**src/hdl/pead_pkg.sv**
```systemverilog
`default_nettype none

package pead_pkg;

   localparam int unsigned LevelWidth  = 40;
   localparam int unsigned ButtonWidth = 32;
   localparam int unsigned AxisWidth   = 8;
   localparam int unsigned CenterWidth = 8;
   localparam int unsigned ThreshWidth = 7;
   localparam int unsigned CountWidth  = 4;
   localparam int unsigned CsrIdxWidth = 2;
   localparam int unsigned CsrDataWidth = 8;

   localparam logic [CenterWidth-1:0] CenterReset = 8'd128;
   localparam logic [ThreshWidth-1:0] ThreshReset = 7'd64;
   localparam logic [CountWidth-1:0]  DelayReset  = 4'd10;
   localparam logic [CountWidth-1:0]  ReloadReset = 4'd6;
   localparam logic [CountWidth-1:0]  CountMax    = 4'd15;

   typedef enum logic [CsrIdxWidth-1:0] {
      CSR_ANALOG_CENTER    = 2'd0,
      CSR_ANALOG_THRESHOLD = 2'd1,
      CSR_REPEAT_DELAY     = 2'd2,
      CSR_FAST_RELOAD      = 2'd3
   } csr_index_type;

   // bit 0: below low bound (up / left), bit 1: above high bound (down / right)
   function automatic logic [1:0] axis_dirs(input logic [AxisWidth-1:0] axis,
                                            input logic signed [9:0] lo,
                                            input logic signed [9:0] hi);
      logic signed [9:0] v;
      logic [1:0] dirs;
      v = signed'({2'b00, axis});
      dirs = 2'b00;
      if (v < lo) begin
         dirs = 2'b01;
      end else if (v > hi) begin
         dirs = 2'b10;
      end
      return dirs;
   endfunction

endpackage

`default_nettype wire

```
**src/hdl/pad_edge_and_autorepeat.sv**
```systemverilog
// Controller poll edge detector with two auto-repeat masks. Each item is one poll (32 button
// bits and four stick axes); the block forms a 40-bit level word with the stick directions in
// bits 32-39 (LU,LD,LL,LR,RU,RD,RL,RR), and returns that word, press and release masks against
// the last differing word, and fast and slow repeat masks that start after repeat_delay equal
// polls. One item is accepted every clock cycle unless req_stall is high, which happens
// when the input register holds an item and the result register is blocked by rsp_stall.
// Each item passes through an input register, then one pass of compare, mask and 4-bit
// counter logic into the result register. That single pass, which also updates the previous
// word and the repeat counters, sets the rate. Configuration writes are always taken
// (csr_ready is tied high) and take effect for items that reach the compare stage afterwards.
`default_nettype none

module pad_edge_and_autorepeat (
   input  wire logic                                  clock,
   input  wire logic                                  reset,
   input  wire logic                                  req_valid,
   output logic                                       req_stall,
   input  wire logic [pead_pkg::ButtonWidth-1:0]      req_raw_buttons,
   input  wire logic [pead_pkg::AxisWidth-1:0]        req_left_x,
   input  wire logic [pead_pkg::AxisWidth-1:0]        req_left_y,
   input  wire logic [pead_pkg::AxisWidth-1:0]        req_right_x,
   input  wire logic [pead_pkg::AxisWidth-1:0]        req_right_y,
   output logic                                       rsp_valid,
   input  wire logic                                  rsp_stall,
   output logic [pead_pkg::LevelWidth-1:0]            rsp_level_mask,
   output logic [pead_pkg::LevelWidth-1:0]            rsp_press_mask,
   output logic [pead_pkg::LevelWidth-1:0]            rsp_release_mask,
   output logic [pead_pkg::LevelWidth-1:0]            rsp_fast_repeat_mask,
   output logic [pead_pkg::LevelWidth-1:0]            rsp_slow_repeat_mask,
   input  wire logic                                  csr_valid,
   output logic                                       csr_ready,
   input  wire logic [pead_pkg::CsrIdxWidth-1:0]      csr_index,
   input  wire logic [pead_pkg::CsrDataWidth-1:0]     csr_wdata
);

   // configuration
   logic [pead_pkg::CenterWidth-1:0] center_ff;
   logic [pead_pkg::ThreshWidth-1:0] thresh_ff;
   logic [pead_pkg::CountWidth-1:0]  delay_ff;
   logic [pead_pkg::CountWidth-1:0]  reload_ff;

   // input stage
   logic                             s1_valid_ff;
   logic [pead_pkg::ButtonWidth-1:0] s1_buttons_ff;
   logic [pead_pkg::AxisWidth-1:0]   s1_left_x_ff;
   logic [pead_pkg::AxisWidth-1:0]   s1_left_y_ff;
   logic [pead_pkg::AxisWidth-1:0]   s1_right_x_ff;
   logic [pead_pkg::AxisWidth-1:0]   s1_right_y_ff;

   // poll history
   logic [pead_pkg::LevelWidth-1:0]  prev_ff;
   logic [pead_pkg::CountWidth-1:0]  fast_count_ff;
   logic [pead_pkg::CountWidth-1:0]  slow_count_ff;
   logic [pead_pkg::LevelWidth-1:0]  prev_in;
   logic [pead_pkg::CountWidth-1:0]  fast_count_in;
   logic [pead_pkg::CountWidth-1:0]  slow_count_in;

   // result stage
   logic                             rsp_valid_ff;
   logic [pead_pkg::LevelWidth-1:0]  level_ff;
   logic [pead_pkg::LevelWidth-1:0]  press_ff;
   logic [pead_pkg::LevelWidth-1:0]  release_ff;
   logic [pead_pkg::LevelWidth-1:0]  fast_ff;
   logic [pead_pkg::LevelWidth-1:0]  slow_ff;
   logic [pead_pkg::LevelWidth-1:0]  level_in;
   logic [pead_pkg::LevelWidth-1:0]  press_in;
   logic [pead_pkg::LevelWidth-1:0]  release_in;
   logic [pead_pkg::LevelWidth-1:0]  fast_in;
   logic [pead_pkg::LevelWidth-1:0]  slow_in;

   logic                             out_advance;
   logic                             req_take;
   logic                             s1_move;
   logic signed [9:0]                bound_lo;
   logic signed [9:0]                bound_hi;
   logic [pead_pkg::CountWidth-1:0]  fast_inc;
   logic [pead_pkg::CountWidth-1:0]  slow_inc;
   logic                             same_word;

   assign csr_ready   = 1'b1;
   assign out_advance = !rsp_valid_ff || !rsp_stall;
   assign s1_move     = s1_valid_ff && out_advance;
   assign req_stall   = s1_valid_ff && !out_advance;
   assign req_take    = req_valid && !req_stall;

   assign rsp_valid            = rsp_valid_ff;
   assign rsp_level_mask       = level_ff;
   assign rsp_press_mask       = press_ff;
   assign rsp_release_mask     = release_ff;
   assign rsp_fast_repeat_mask = fast_ff;
   assign rsp_slow_repeat_mask = slow_ff;

   always_comb begin
      bound_lo = signed'({2'b00, center_ff}) - signed'({3'b000, thresh_ff});
      bound_hi = signed'({2'b00, center_ff}) + signed'({3'b000, thresh_ff});

      level_in = {pead_pkg::axis_dirs(s1_right_x_ff, bound_lo, bound_hi),
                  pead_pkg::axis_dirs(s1_right_y_ff, bound_lo, bound_hi),
                  pead_pkg::axis_dirs(s1_left_x_ff, bound_lo, bound_hi),
                  pead_pkg::axis_dirs(s1_left_y_ff, bound_lo, bound_hi),
                  s1_buttons_ff};
      press_in   = level_in & ~prev_ff;
      release_in = ~level_in & prev_ff;
      same_word  = (level_in == prev_ff);

      fast_inc = (fast_count_ff == pead_pkg::CountMax) ? pead_pkg::CountMax
                                                       : fast_count_ff + 4'd1;
      slow_inc = (slow_count_ff == pead_pkg::CountMax) ? pead_pkg::CountMax
                                                       : slow_count_ff + 4'd1;

      fast_in       = press_in;
      slow_in       = press_in;
      prev_in       = prev_ff;
      fast_count_in = '0;
      slow_count_in = '0;
      if (same_word) begin
         fast_count_in = fast_inc;
         if (fast_inc >= delay_ff) begin
            fast_in       = level_in;
            fast_count_in = reload_ff;
         end
         slow_count_in = slow_inc;
         if (slow_inc >= delay_ff) begin
            slow_in       = level_in;
            slow_count_in = delay_ff;
         end
      end else begin
         prev_in = level_in;
      end
   end

   always_ff @(posedge clock) begin
      if (reset) begin
         center_ff     <= pead_pkg::CenterReset;
         thresh_ff     <= pead_pkg::ThreshReset;
         delay_ff      <= pead_pkg::DelayReset;
         reload_ff     <= pead_pkg::ReloadReset;
         s1_valid_ff   <= 1'b0;
         rsp_valid_ff  <= 1'b0;
         prev_ff       <= '0;
         fast_count_ff <= '0;
         slow_count_ff <= '0;
      end else begin
         if (csr_valid && csr_ready) begin
            case (pead_pkg::csr_index_type'(csr_index))
               pead_pkg::CSR_ANALOG_CENTER: begin
                  center_ff <= csr_wdata;
               end
               pead_pkg::CSR_ANALOG_THRESHOLD: begin
                  thresh_ff <= csr_wdata[pead_pkg::ThreshWidth-1:0];
               end
               pead_pkg::CSR_REPEAT_DELAY: begin
                  delay_ff <= csr_wdata[pead_pkg::CountWidth-1:0];
               end
               pead_pkg::CSR_FAST_RELOAD: begin
                  reload_ff <= csr_wdata[pead_pkg::CountWidth-1:0];
               end
               default: begin
               end
            endcase
         end
         if (req_take) begin
            s1_valid_ff <= 1'b1;
         end else if (s1_move) begin
            s1_valid_ff <= 1'b0;
         end
         if (out_advance) begin
            rsp_valid_ff <= s1_valid_ff;
         end
         if (s1_move) begin
            prev_ff       <= prev_in;
            fast_count_ff <= fast_count_in;
            slow_count_ff <= slow_count_in;
         end
      end
   end

   // payload registers
   always_ff @(posedge clock) begin
      if (req_take) begin
         s1_buttons_ff <= req_raw_buttons;
         s1_left_x_ff  <= req_left_x;
         s1_left_y_ff  <= req_left_y;
         s1_right_x_ff <= req_right_x;
         s1_right_y_ff <= req_right_y;
      end
      if (s1_move) begin
         level_ff   <= level_in;
         press_ff   <= press_in;
         release_ff <= release_in;
         fast_ff    <= fast_in;
         slow_ff    <= slow_in;
      end
   end

`ifndef SYNTHESIS
   // a pressed bit is never also released in the same item
   assert property (@(posedge clock) disable iff (reset)
      rsp_valid_ff |-> ((press_ff & release_ff) == '0))
      else $error("press and release masks overlap");

   // repeat masks lie between press and level
   assert property (@(posedge clock) disable iff (reset)
      rsp_valid_ff |-> (((press_ff & ~fast_ff) == '0) && ((fast_ff & ~level_ff) == '0)
                        && ((press_ff & ~slow_ff) == '0) && ((slow_ff & ~level_ff) == '0)))
      else $error("repeat mask outside press/level bounds");

   // one stick axis never reports both directions
   assert property (@(posedge clock) disable iff (reset)
      rsp_valid_ff |-> ((level_ff[33:32] != 2'b11) && (level_ff[35:34] != 2'b11)
                        && (level_ff[37:36] != 2'b11) && (level_ff[39:38] != 2'b11)))
      else $error("opposite stick directions both set");

   // a held input item is not dropped while the result register is blocked
   assert property (@(posedge clock) disable iff (reset)
      (s1_valid_ff && !out_advance) |=> (s1_valid_ff && $stable(s1_buttons_ff)))
      else $error("input stage item lost under stall");
`endif

endmodule

`default_nettype wire
```
**config.mk**
```make
export PLATFORM = sky130hd
export DESIGN_NAME = pad_edge_and_autorepeat
export DESIGN_NICKNAME = d
export VERILOG_FILES = /design/src/hdl/pead_pkg.sv /design/src/hdl/pad_edge_and_autorepeat.sv
export SDC_FILE = /design/constraint.sdc
export NUM_CORES = 1
export LEC_CHECK = 0
export ABC_AREA = 1
export BUFFER_PORTS_ARGS = -buffer_cell sky130_fd_sc_hd__buf_2
export CAP_MARGIN = 20
export CORE_MARGIN = 2
export CORE_UTILIZATION = 45
export DETAILED_ROUTE_END_ITERATION = 8
export GPL_TIMING_DRIVEN = 0
export PLACE_DENSITY = 0.67
export SLEW_MARGIN = 10
export SYNTH_ARGS = -nofsm -noshare
export SYNTH_HDL_FRONTEND = slang
export SYNTH_SLANG_ARGS = --single-unit
```
**constraint.sdc**
```tcl
create_clock -name clock -period 11.8 [get_ports clock]
set_clock_uncertainty 0.2 [all_clocks]
set_input_delay 1.77 -clock clock [delete_from_list [all_inputs] [get_ports clock]]
set_output_delay 1.77 -clock clock [all_outputs]
set_load 0.02 [all_outputs]
```
==> summary.md <==
| Metric | Value |
|---|---|
| Status | `completed` |
| Setup CP Type | `flip-flop to flip-flop` |
| Utilization after layout | `0.557` |
| Cell Pwr Density | `159 nW/um^2` |
| CTS tree | `yes` |
| RSZ-0062 raised after global routing | `no` |
| Area delta synth->final | `22.1%` |
| GPL Wtd Cong | `0.818` |
| Hold Path Depth | `2` |
| DP Worst Slack | `5.78 ns` |
| Mean Syn Cell Area | `11.2 sq um` |
| Register-to-Register Path Depth | `29` |
| Clock share of power | `0.379` |
| TritonRoute pass-1 iters | `5` |
| Placed instance count | `2101` |
| DR WL/cell | `17.4 um` |
| Post_cts resized | `0` |
| Number of flops mapped to enable cells by yosys | `264` |
| RR Startpoint | `center_ff[0]` |
| Detailed-route DRC error count | `0` |
| GRT overflow | `0` |
| WL met1 | `15600 um` |
| Syn. warnings | `0` |
| Sw Share | `0.270` |
| Slew margin rel. | `0.411` |
| Via Count | `10800` |
| Total design power | `2.95 mW` |
| Vias per inst | `4.99` |
| Metal2 WL | `18200 um` |
| Final WS setup | `5.88 ns` |
| Static Leakage | `8.20 nW` |
| Placeable Area | `33400 sq um` |
| Pin count of the biggest net entering global routing | `38` |
| Clock sinks | `337` |
| Antenna violations before repair | `2` |
| Total wire length | `37700 um` |
| Fin. Hold Viols | `0` |
| DR iter-0 viols | `639` |
| IO Count | `282` |
| Final Critical Period | `5.92 ns` |
| Internal | `2.16 mW` |
| Critical path's slowest cell | `clkbuf_1` |
| Post-CTS setup buffer count | `0` |
| Row count | `67` |
| CP startpoint kind | `flip-flop` |
| First-pass GRT wire length | `57800 um` |
| Clk buf depth | `3` |
| Combinational Power Share | `0.145` |
| Final non-filler cell total | `2170` |
| Synthesized area | `15300 sq um` |
| Die Width | `188 um` |
| Highest routed layer | `met5` |
| Reg clk slew, reported paths | `0.05 ns` |
| Ys async rst share | `0` |
| FILL cells | `2857` |
| Root buf cell | `clkbuf_16` |
| Hpwl dp | `28300 um` |
| Wire length on met3 | `2750 um` |
| Syn nets | `1593` |
| Max incr delay on CP | `0.48 ns` |
| Seq cells post-synth | `337` |
| Req. time, crit path | `11.84 ns` |
| Layout cell share with drive strength beyond 1 | `0.221` |
| Htree depth | `2` |
| Crit path DAT | `5.96 ns` |
| DIE HEIGHT | `188 um` |
| Worst-path fanout max | `10` |
| Crit path capture type | `flip-flop` |
| Fin nets | `1921` |
| Fmax | `169 MHz` |
| Sequential Power Share | `0.476` |
| Port-buffer cells | `280` |
| Crit. Startpoint | `center_ff[0]` |
| NetSw | `0.799 mW` |
| CP dominant cell by count | `nand2_1` |
| Vias in the first global route | `10500` |
| Antenna-violating nets left | `0` |
| Max_cap viols | `0` |
| Initial Util | `0.456` |
| Die area | `35400 sq um` |
| Final setup viols | `0` |
| Seq/Total Area, Yosys | `0.615` |
| Number of buffers created by CTS | `37` |
| Tot GR Track Use | `0.213` |
| Final period util | `0.502` |
| Synth Flop Type | `edfxtp_1` |
| Peak supply drop | `0.113 mV` |
| Hold crit path type | `flip-flop to flip-flop` |
| # hold bufs at CTS | `0` |
| Least-Margin Pin Slew | `0.877 ns` |
| Clock Latency Late Sink | `0.57 ns` |
| Final Max Tran Viols | `0` |
| Cell variety after synth | `34` |
| Syn Inst Count | `1364` |
| Hold path start | `reload_ff[3]` |
[critical path: cells and delay by family, from the launching register on]
family	cells	cell delay, ns
and+or+nand+nor	15	1.70
adders and majority gates	4	1.29
buffers and inverters	6	1.04
AOI/OAI and AO/OA	3	0.64
xor gates and xnor gates	1	0.40
DFF	1	0.33
[per-layer routing]
layer / vias up / track usage
met5: - / 0
met4: 2 / 0.0721
met3: 64 / 0.0496
met2: 382 / 0.360
met1: 5050 / 0.268
li1: 5332 / -
[metrics by stage]
step	setup TNS (ns)	cell area [sq um]	hold slack (ns)
final	0	18600	0.276
after global routing	0	18600	0.297
after detailed placement	0	17400	0.262
after floorplan	0	15300	0.229
after CTS	0	18600	0.275
after global placement	-6.95	17200	0.264
[synth_stat cells, types with 9 or more instances]
cell type / instances / area [sq um]
dfxtp_1: 73 / 1460
ha_1: 148 / 1850
nor2_1: 44 / 165
clkbuf_1: 22 / 82.6
buf_2: 9 / 45.0
edfxtp_1: 264 / 7930
nand4_1: 29 / 181
nand3_1: 39 / 195
a21oi_1: 75 / 375
o21ai_0: 134 / 671
nand2_1: 235 / 882
inv_1: 210 / 788
xor2_1: 9 / 78.8
[power groups by stage]
stage | combinational [mW] | clock (mW) | sequential (mW)
after CTS | 0.431 | 1.15 | 1.41
after floorplan | 0.228 | 0 | 1.48
final | 0.429 | 1.12 | 1.41
after detailed placement | 0.429 | 0 | 1.43
after global placement | 0.408 | 0 | 1.44
after global routing | 0.482 | 1.19 | 1.41
[final timing paths]
check | endpoint | slack (ns)
worst max register to register | rsp_slow_repeat_mask[12] | 5.88
worst min register to register | reload_ff[3] | 0.28
worst max-delay path | rsp_slow_repeat_mask[12] | 5.88
worst min-delay path | reload_ff[3] | 0.28
[cells in the final DEF (no fill, tap or decap), drive strengths merged]
cell / count
buf: 303
xnor2: 2
inv: 214
nor3: 4
o221ai: 4
nand3: 39
a211oi: 1
o21ai: 144
bufinv: 1
a31oi: 2
o2111ai: 7
clkbuf: 76
clkinvlp: 1
edfxtp: 264
nor4: 4
or2: 1
diode: 1
clkinv: 11
o211ai: 6
ha: 148
conb: 1
a21oi: 83
nor2: 48
nand2: 240
xor2: 9
dfxtp: 73
fa: 2
nand4: 29
a21boi: 4
[flip-flops by register name, summed over array words and instances, names as in the netlist, 7 cells and up]
name                  flops
center_ff                 8
rsp_level_mask           40
rsp_press_mask           40
s1_right_x_ff             8
rsp_release_mask         40
prev_ff                  40
thresh_ff                 7
rsp_slow_repeat_mask     40
s1_buttons_ff            32
s1_left_y_ff              8
rsp_fast_repeat_mask     40
s1_left_x_ff              8
s1_right_y_ff             8
[final cells by class]
type / instances / area (sq um) / area share
antenna: 1 / 2.50 / 0.000134
buffer: 36 / 173 / 0.00927
clock buffer: 54 / 1030 / 0.0553
clock inverter: 14 / 158 / 0.00846
inverter: 213 / 802 / 0.0431
multi-input combinational: 778 / 4900 / 0.263
sequential: 337 / 9390 / 0.504
tap: 448 / 561 / 0.0301
timing repair buffer: 289 / 1610 / 0.0865
[cells by family after synthesis]
group | synth area share
flops | 0.615
xor+xnor | 0.00632
simple gates | 0.100
compound gates | 0.0900
other cells | 0.000246
fa+ha+maj | 0.124
buf+inv | 0.0637
No activity file was read; power rests on OpenSTA's default activity.
